### config.mk
export PLATFORM = sky130hd
export DESIGN_NAME = crc16_packet_deframer_unit_flat
export DESIGN_NICKNAME = d
export VERILOG_FILES = /design/src/sv/crc16pd_pkg.sv /design/src/sv/crc16pd_if.sv /design/src/sv/crc16_packet_deframer_unit.sv /design/src/sv/crc16pd_fsm.sv /design/src/flat_wrapper.sv
export VERILOG_INCLUDE_DIRS = /design/src /design/src/sv
export SDC_FILE = /design/constraint.sdc
export NUM_CORES = 1
export LEC_CHECK = 0
export ABC_AREA = 1
export BUFFER_PORTS_ARGS = -buffer_cell sky130_fd_sc_hd__buf_2
export CAP_MARGIN = 30
export CORE_ASPECT_RATIO = 1.25
export CORE_MARGIN = 8
export CORE_UTILIZATION = 45
export DETAILED_ROUTE_END_ITERATION = 8
export GPL_TIMING_DRIVEN = 0
export PLACE_DENSITY = 0.69
export SYNTH_ARGS = -nofsm -noshare
export SYNTH_HDL_FRONTEND = slang
export SYNTH_SLANG_ARGS = --single-unit
### constraint.sdc
create_clock -name i_clk -period 4.3 [get_ports i_clk]
set_input_delay 0.43 -clock i_clk [delete_from_list [all_inputs] [get_ports i_clk]]
set_output_delay 0.43 -clock i_clk [all_outputs]
set_load 0.02 [all_outputs]
### src/sv/crc16_packet_deframer_unit_defines.svh
// ----------------------------------------------------------------------------
// crc16_packet_deframer_unit_defines
// Assertion macros used by the deframer state machine.
// ----------------------------------------------------------------------------
`ifndef CRC16_PACKET_DEFRAMER_UNIT_DEFINES_SVH
`define CRC16_PACKET_DEFRAMER_UNIT_DEFINES_SVH
`ifndef SYNTHESIS
`define CRC16PD_ASSERT_SAME(lbl, clk, rst_n, ante, cons) \
    lbl: assert property (@(posedge clk) disable iff (!rst_n) (ante) |-> (cons)) \
        else $error("deframer check failed");
`define CRC16PD_ASSERT_NEXT(lbl, clk, rst_n, ante, cons) \
    lbl: assert property (@(posedge clk) disable iff (!rst_n) (ante) |=> (cons)) \
        else $error("deframer check failed");
`else
`define CRC16PD_ASSERT_SAME(lbl, clk, rst_n, ante, cons)
`define CRC16PD_ASSERT_NEXT(lbl, clk, rst_n, ante, cons)
`endif
`endif

### src/sv/crc16pd_pkg.sv
// ----------------------------------------------------------------------------
// crc16pd_pkg
// Types, constants and the CRC-16 byte update for the packet deframer.
// ----------------------------------------------------------------------------
package crc16pd_pkg;

    typedef enum logic [2:0] {
        PH_HUNT,
        PH_TYPE,
        PH_LENGTH,
        PH_CRC_LO,
        PH_CRC_HI,
        PH_PAYLOAD
    } t_phase;

    typedef enum logic {
        CFG_START_BYTE  = 1'b0,
        CFG_MAX_PAYLOAD = 1'b1
    } t_cfg_idx;

    localparam logic [7:0]  START_BYTE_RESET  = 8'hA1;
    localparam logic [7:0]  MAX_PAYLOAD_RESET = 8'd200;
    localparam logic [15:0] CRC_INIT          = 16'hFFFF;

    typedef struct packed {
        logic [7:0] payload_byte;
        logic [7:0] byte_index;
        logic [7:0] packet_type;
        logic [7:0] packet_length;
        logic       has_data;
        logic       packet_end;
        logic       crc_good;
    } t_result;

    // Reflected polynomial 0x8408, one byte per call.
    function automatic logic [15:0] crc_update(input logic [7:0] b, input logic [15:0] crc);
        logic [7:0] x;
        x = b ^ crc[7:0];
        x = x ^ {x[3:0], 4'b0000};
        return {x, crc[15:8]} ^ {12'b0, x[7:4]} ^ {5'b0, x, 3'b000};
    endfunction

endpackage

### src/sv/crc16pd_if.sv
// ----------------------------------------------------------------------------
// crc16pd_if
// Valid/ready channels for received bytes and deframed result items.
// ----------------------------------------------------------------------------
interface crc16pd_in_if;
    logic       valid;
    logic       ready;
    logic [7:0] rx_byte;

    modport source (output valid, output rx_byte, input ready);
    modport sink (input valid, input rx_byte, output ready);
endinterface

interface crc16pd_out_if;
    logic       valid;
    logic       ready;
    logic [7:0] payload_byte;
    logic [7:0] byte_index;
    logic [7:0] packet_type;
    logic [7:0] packet_length;
    logic       has_data;
    logic       packet_end;
    logic       crc_good;

    modport source (
        output valid, output payload_byte, output byte_index, output packet_type,
        output packet_length, output has_data, output packet_end, output crc_good,
        input ready
    );
    modport sink (
        input valid, input payload_byte, input byte_index, input packet_type,
        input packet_length, input has_data, input packet_end, input crc_good,
        output ready
    );
endinterface

### src/sv/crc16_packet_deframer_unit.sv
// ----------------------------------------------------------------------------
// crc16_packet_deframer_unit
// A result item is registered; it appears in the cycle after its byte is accepted.
// Throughput: one byte per cycle; input is taken while the output register is
// empty or being drained in the same cycle.
// Reset is synchronous and active low: hunting, CRC at 0xFFFF, registers at defaults.
// ----------------------------------------------------------------------------
module crc16_packet_deframer_unit (
    input  logic                   i_clk,
    input  logic                   i_rst_n,
    input  logic                   i_cfg_we,
    input  crc16pd_pkg::t_cfg_idx  i_cfg_idx,
    input  logic [7:0]             i_cfg_data,
    crc16pd_in_if.sink             i_rx,
    crc16pd_out_if.source          o_res
);
    import crc16pd_pkg::*;

    logic [7:0] r_start_byte;
    logic [7:0] r_max_payload;
    logic       r_out_valid;
    t_result    r_out;

    logic       w_in_ready;
    logic       w_accept;
    logic       w_emit;
    t_result    w_result;

    assign w_in_ready = !r_out_valid || o_res.ready;
    assign w_accept   = i_rx.valid && w_in_ready;
    assign i_rx.ready = w_in_ready;

    always_ff @(posedge i_clk) begin
        if (!i_rst_n) begin
            r_start_byte  <= START_BYTE_RESET;
            r_max_payload <= MAX_PAYLOAD_RESET;
        end else if (i_cfg_we) begin
            case (i_cfg_idx)
                CFG_START_BYTE:  r_start_byte  <= i_cfg_data;
                CFG_MAX_PAYLOAD: r_max_payload <= i_cfg_data;
                default: begin
                    r_start_byte <= r_start_byte;
                end
            endcase
        end
    end

    crc16pd_fsm u_fsm (
        .i_clk         (i_clk),
        .i_rst_n       (i_rst_n),
        .i_valid       (w_accept),
        .i_byte        (i_rx.rx_byte),
        .i_start_byte  (r_start_byte),
        .i_max_payload (r_max_payload),
        .o_emit        (w_emit),
        .o_result      (w_result)
    );

    always_ff @(posedge i_clk) begin
        if (!i_rst_n) begin
            r_out_valid <= 1'b0;
        end else if (w_accept) begin
            r_out_valid <= w_emit;
        end else if (o_res.ready) begin
            r_out_valid <= 1'b0;
        end
    end

    always_ff @(posedge i_clk) begin
        if (w_accept && w_emit) begin
            r_out <= w_result;
        end
    end

    assign o_res.valid         = r_out_valid;
    assign o_res.payload_byte  = r_out.payload_byte;
    assign o_res.byte_index    = r_out.byte_index;
    assign o_res.packet_type   = r_out.packet_type;
    assign o_res.packet_length = r_out.packet_length;
    assign o_res.has_data      = r_out.has_data;
    assign o_res.packet_end    = r_out.packet_end;
    assign o_res.crc_good      = r_out.crc_good;

endmodule

### src/sv/crc16pd_fsm.sv
// ----------------------------------------------------------------------------
// crc16pd_fsm
// Framing state machine and running CRC; one byte is stepped per accepted item.
// ----------------------------------------------------------------------------
`include "crc16_packet_deframer_unit_defines.svh"

module crc16pd_fsm (
    input  logic                  i_clk,
    input  logic                  i_rst_n,
    input  logic                  i_valid,
    input  logic [7:0]            i_byte,
    input  logic [7:0]            i_start_byte,
    input  logic [7:0]            i_max_payload,
    output logic                  o_emit,
    output crc16pd_pkg::t_result  o_result
);
    import crc16pd_pkg::*;

    t_phase      r_phase, n_phase;
    logic [7:0]  r_type, n_type;
    logic [7:0]  r_length, n_length;
    logic [15:0] r_rx_crc, n_rx_crc;
    logic [15:0] r_crc, n_crc;
    logic [7:0]  r_count, n_count;

    logic [15:0] w_crc_step;
    logic        w_last;

    assign w_crc_step = crc_update(i_byte, (r_phase == PH_TYPE) ? CRC_INIT : r_crc);
    assign w_last     = ({1'b0, r_count} + 9'd1) >= {1'b0, r_length};

    always_comb begin
        n_phase  = r_phase;
        n_type   = r_type;
        n_length = r_length;
        n_rx_crc = r_rx_crc;
        n_crc    = r_crc;
        n_count  = r_count;
        if (i_valid) begin
            case (r_phase)
                PH_TYPE: begin
                    n_type  = i_byte;
                    n_crc   = w_crc_step;
                    n_phase = PH_LENGTH;
                end
                PH_LENGTH: begin
                    if (i_byte > i_max_payload) begin
                        n_phase = PH_HUNT;
                    end else begin
                        n_length = i_byte;
                        n_crc    = w_crc_step;
                        n_phase  = PH_CRC_LO;
                    end
                end
                PH_CRC_LO: begin
                    n_rx_crc = {8'h00, i_byte};
                    n_phase  = PH_CRC_HI;
                end
                PH_CRC_HI: begin
                    n_rx_crc = {i_byte, r_rx_crc[7:0]};
                    n_count  = 8'd0;
                    n_phase  = (r_length == 8'd0) ? PH_HUNT : PH_PAYLOAD;
                end
                PH_PAYLOAD: begin
                    n_crc   = w_crc_step;
                    n_count = r_count + 8'd1;
                    if (w_last) begin
                        n_phase = PH_HUNT;
                    end
                end
                default: begin
                    n_phase = PH_HUNT;
                    if (i_byte == i_start_byte) begin
                        n_crc   = CRC_INIT;
                        n_phase = PH_TYPE;
                    end
                end
            endcase
        end
    end

    always_comb begin
        o_emit                 = 1'b0;
        o_result.payload_byte  = 8'd0;
        o_result.byte_index    = 8'd0;
        o_result.packet_type   = r_type;
        o_result.packet_length = r_length;
        o_result.has_data      = 1'b0;
        o_result.packet_end    = 1'b0;
        o_result.crc_good      = 1'b0;
        case (r_phase)
            PH_CRC_HI: begin
                if (r_length == 8'd0) begin
                    o_emit              = i_valid;
                    o_result.packet_end = 1'b1;
                    o_result.crc_good   = (r_crc == {i_byte, r_rx_crc[7:0]});
                end
            end
            PH_PAYLOAD: begin
                o_emit                = i_valid;
                o_result.payload_byte = i_byte;
                o_result.byte_index   = r_count;
                o_result.has_data     = 1'b1;
                o_result.packet_end   = w_last;
                o_result.crc_good     = w_last && (w_crc_step == r_rx_crc);
            end
            default: begin
                o_emit = 1'b0;
            end
        endcase
    end

    always_ff @(posedge i_clk) begin
        if (!i_rst_n) begin
            r_phase  <= PH_HUNT;
            r_type   <= 8'd0;
            r_length <= 8'd0;
            r_rx_crc <= 16'd0;
            r_crc    <= CRC_INIT;
            r_count  <= 8'd0;
        end else begin
            r_phase  <= n_phase;
            r_type   <= n_type;
            r_length <= n_length;
            r_rx_crc <= n_rx_crc;
            r_crc    <= n_crc;
            r_count  <= n_count;
        end
    end

    `CRC16PD_ASSERT_SAME(a_payload_emits, i_clk, i_rst_n, i_valid && (r_phase == PH_PAYLOAD), o_emit && o_result.has_data)
    `CRC16PD_ASSERT_SAME(a_count_below_length, i_clk, i_rst_n, r_phase == PH_PAYLOAD, r_count < r_length)
    `CRC16PD_ASSERT_NEXT(a_oversize_hunts, i_clk, i_rst_n, i_valid && (r_phase == PH_LENGTH) && (i_byte > i_max_payload), r_phase == PH_HUNT)
    `CRC16PD_ASSERT_SAME(a_empty_result_ends, i_clk, i_rst_n, o_emit && !o_result.has_data, o_result.packet_end)

endmodule

### src/flat_wrapper.sv
// flat-port wrapper written by rule: the top's interface ports become plain ports
module crc16_packet_deframer_unit_flat import crc16pd_pkg::*;
  (i_clk, i_rst_n, i_cfg_we, i_cfg_idx, i_cfg_data, i_rx_valid, i_rx_rx_byte, i_rx_ready, o_res_valid, o_res_payload_byte, o_res_byte_index, o_res_packet_type, o_res_packet_length, o_res_has_data, o_res_packet_end, o_res_crc_good, o_res_ready);
  crc16pd_in_if i_rx_i ();
  crc16pd_out_if o_res_i ();
  input  logic i_clk;
  input  logic i_rst_n;
  input  logic i_cfg_we;
  input  crc16pd_pkg::t_cfg_idx i_cfg_idx;
  input  logic [7:0] i_cfg_data;
  input wire logic [$bits(i_rx_i.valid)-1:0] i_rx_valid;
  input wire logic [$bits(i_rx_i.rx_byte)-1:0] i_rx_rx_byte;
  output wire logic [$bits(i_rx_i.ready)-1:0] i_rx_ready;
  output wire logic [$bits(o_res_i.valid)-1:0] o_res_valid;
  output wire logic [$bits(o_res_i.payload_byte)-1:0] o_res_payload_byte;
  output wire logic [$bits(o_res_i.byte_index)-1:0] o_res_byte_index;
  output wire logic [$bits(o_res_i.packet_type)-1:0] o_res_packet_type;
  output wire logic [$bits(o_res_i.packet_length)-1:0] o_res_packet_length;
  output wire logic [$bits(o_res_i.has_data)-1:0] o_res_has_data;
  output wire logic [$bits(o_res_i.packet_end)-1:0] o_res_packet_end;
  output wire logic [$bits(o_res_i.crc_good)-1:0] o_res_crc_good;
  input wire logic [$bits(o_res_i.ready)-1:0] o_res_ready;
  assign i_rx_i.valid = i_rx_valid;
  assign i_rx_i.rx_byte = i_rx_rx_byte;
  assign i_rx_ready = i_rx_i.ready;
  assign o_res_valid = o_res_i.valid;
  assign o_res_payload_byte = o_res_i.payload_byte;
  assign o_res_byte_index = o_res_i.byte_index;
  assign o_res_packet_type = o_res_i.packet_type;
  assign o_res_packet_length = o_res_i.packet_length;
  assign o_res_has_data = o_res_i.has_data;
  assign o_res_packet_end = o_res_i.packet_end;
  assign o_res_crc_good = o_res_i.crc_good;
  assign o_res_i.ready = o_res_ready;
  crc16_packet_deframer_unit u_core (.i_clk(i_clk), .i_rst_n(i_rst_n), .i_cfg_we(i_cfg_we), .i_cfg_idx(i_cfg_idx), .i_cfg_data(i_cfg_data), .i_rx(i_rx_i), .o_res(o_res_i));
endmodule
==> metrics.csv <==
metric;value;unit
peak supply drop;0.190;mV
critical-path cell list;inv_1 > nor3_1 > nand3_1 > nor3_1 > xor2_1 > inv_1 > ha_1 > nand4_1 > nand3b_1 > nand3_1 > nand2_1 > nor2_1 > nand3_1 > a21oi_2;
DRC Markers;0;
# resized after CTS;0;
vias;5307;
Hold Crit Depth;3;
Clk pwr share;0.347;
starting density of the core;0.459;
first-pass GRT wire length;25.6;mm
Post-Syn Area;5790;um2
Int Power;1.65;mW
Leakage Power;2.98;nW
WS Path Type;reg2reg;
maximum clock path buffer count;2;
diode count;0;
Post-Route WL;15.7;mm
count of pins over their slew limit;0;
Slew HR;0.542;
max_cap viols;0;
clk_skew;0.0121;ns
top flop regs;u_core.u_fsm.r_crc: 16 flops, u_core.u_fsm.r_rx_crc: 16 flops;
Worst Path Arrival;3.00;ns
Synthesis Warnings;0;
cts bufs inserted;9;
met1 Use GR;0.215;
Final WS setup;1.50;ns
Final Hold Viols;0;
GR Util All Layers;0.192;
outcome;completed;
Peak Freq;358;MHz
post-route ant nets;0;
RSZ-0062 raised after global routing;no;
GR Util met2;0.326;
CP Data Required Time;4.51;ns
Final Wtd Congestion;0.978;
met3 Track Usage GR;0.0403;
Post-synth EDFFs;35;
GR peak layer;met2;
largest net degree at the start of global routing;34;
Avg Synthesized Cell Area;7.55;um2
clock root cell;clkbuf_16;
FF-to-FF Start;u_core.u_fsm.r_count[0];
largest cells by area after synthesis;dfxtp_1 (26%), edfxtp_1 (18%), nand2_1 (13%);
commonest cells in the synthesized netlist;nand2_1 (201), inv_1 (105), dfxtp_1 (76);
fin cells;1010;
share of post-route cells with drive strength above 1;0.129;
NumNets Final;877;
Vert. Die Dim;143;um
CTS sink cnt;111;
Worst-path clk slew;0.08;ns
initial antenna violation count;0;
hold path startpoint;i_cfg_data[3];
CP peak stage delay;0.36;ns
Pre-Repair DR Iteration Count;5;
CP endpoint kind;register;
cell mode on critical path;nand3_1;
Worst Reg2Reg Path Length in Cells;14;
Place WS;1.54;ns
Layout fillers;1274;
total power;2.37;mW
Clk Latency, worst-skew pair;0.36;ns
FFs w/ async S/R, synth;0;
io pins;59;
Iter 0 DRT Violations;351;
H-tree depth;3;
Mapped Cells;767;
via density per instance;5.25;
synthesized net count;807;
vias in the first global route;5147;
r2r endpoint;u_core.o_res.crc_good;
most instantiated library cell after synthesis;nand2_1;
post-synthesis sequential area ratio;0.444;
main flop type after synthesis;dfxtp_1;
drt wl/cell;15.6;um
Placed Cells;994;
Seq cells post-synth;111;
die area;16800;um2
Psw;0.717;mW
fin util;0.524;
crit start category;register;
Setup Buffers After CTS;0;
critical-path maximum fanout;4;
Power Density;359;nW/um2
Core ar.;12600;um2
min Tclk post-route;2.80;ns
TritonCTS clock tree;yes;
Comb power frac;0.173;
Worst R2R Setup Slack;1.50;ns
Post-CTS Hold Buffers;0;
Port Buf Inserts;58;
site row count;46;
Hold Crit Class;in2reg;
part of the cycle the worst path needs;0.650;
Final HPWL DP;11.8;mm
Slew @ Worst Pin;0.688;ns
Hold EP;u_core.r_max_payload[3];
CP max-delay cell;dfxtp_1;
area growth from synthesis to layout;14.2;%
Flop pwr share;0.480;
Die W;117;um
synth unique cells;40;
GRT overflow;0;
final setup violation count;0;
top cell type's share of synthesized area;0.263;
sw frac;0.302;
hold slack final;0.328;ns
Yosys top cell by area;dfxtp_1;
## through the flow
step	area, um2	TNS, ns
2_1_floorplan	5790	0
3_3_place_gp	6290	-39.77
3_5_place_dp	6320	0
4_1_cts	6610	0
5_1_grt	6610	0
6_report	6610	0
## per-layer routing
metal | share of wire | up-vias
met4 | 0.051 | 0
met5 | 0 | -
met2 | 0.47 | 213
li1 | - | 2668
met1 | 0.40 | 2366
met3 | 0.076 | 60
## layout make-up
| type | count | area (um2) | share of cell area |
|---|---|---|---|
| plain buffers | 23 | 143 | 0.0216 |
| inverters | 113 | 424 | 0.0642 |
| clock buffers | 9 | 225 | 0.0341 |
| multi-input cells | 520 | 2660 | 0.402 |
| repair buffers | 59 | 310 | 0.0470 |
| clock inverters | 7 | 63.8 | 0.00966 |
| flip-flops and latches | 111 | 2570 | 0.389 |
| well taps | 168 | 210 | 0.0318 |
## cells by family (layout without fill, tap and decap cells)
group,Yosys count,count (layout),synth area share
simple gates,336,336,0.249
compound gates,148,148,0.142
buf+inv,136,211,0.0979
flops,111,111,0.444
fa+ha+maj,18,18,0.0389
xor+xnor,18,18,0.0272
## worst max-delay path by stage
stage | startpoint | end | slack (ns) | depth (start not counted)
floorplan | o_res_ready | u_core.o_res.byte_index[0] | 0.09 | 6
global placement | o_res_ready | u_core.o_res.packet_type[0] | -1.12 | 7
detailed placement | u_core.u_fsm.r_count[0] | u_core.o_res.crc_good | 1.54 | 15
CTS | u_core.u_fsm.r_count[0] | u_core.o_res.crc_good | 1.51 | 15
global route | u_core.u_fsm.r_count[0] | u_core.o_res.crc_good | 1.19 | 15
finish | u_core.u_fsm.r_count[0] | u_core.o_res.crc_good | 1.50 | 14
## worst max-delay path, delay by kind of cell (launching register included)
| family | cells | cell delay, ns |
|---|---|---|
| AND/OR/NAND/NOR | 9 | 1.50 |
| flip-flops | 1 | 0.36 |
| adder cells (fa/ha/maj) | 1 | 0.31 |
| buffers and inverters | 2 | 0.17 |
| XOR/XNOR | 1 | 0.16 |
| AO/OA/AOI/OAI | 1 | 0.14 |
## placed cells by master, fill, tap and decap left out, drive strengths merged
master | Yosys | layout
clkinvlp | 0 | 1
a21o | 1 | 1
edfxtp | 35 | 35
a211oi | 3 | 3
nor2 | 50 | 50
ha | 18 | 18
o22ai | 11 | 11
clkbuf | 13 | 22
xnor2 | 5 | 5
nor4 | 5 | 5
a21oi | 59 | 59
o21ai | 53 | 53
nand3 | 46 | 46
clkinv | 1 | 3
nand4 | 10 | 10
o211ai | 17 | 17
inv | 112 | 116
or2 | 3 | 3
xor2 | 13 | 13
o31a | 1 | 1
nand2 | 207 | 207
a31oi | 1 | 1
o221ai | 1 | 1
nand3b | 5 | 5
buf | 10 | 69
dfxtp | 76 | 76
a21boi | 1 | 1
nor3 | 10 | 10
## power by group through the flow
stage                     registers [mW]  clock network [mW]  logic, mW
final                               1.14               0.823      0.409
after global routing                1.14               0.872      0.456
after CTS                           1.14               0.831      0.403
after detailed placement            1.16                   0      0.401
after global placement              1.16                   0      0.396
after floorplan                     1.16                   0      0.284
Note: power is estimated with default switching activity, not from simulation.
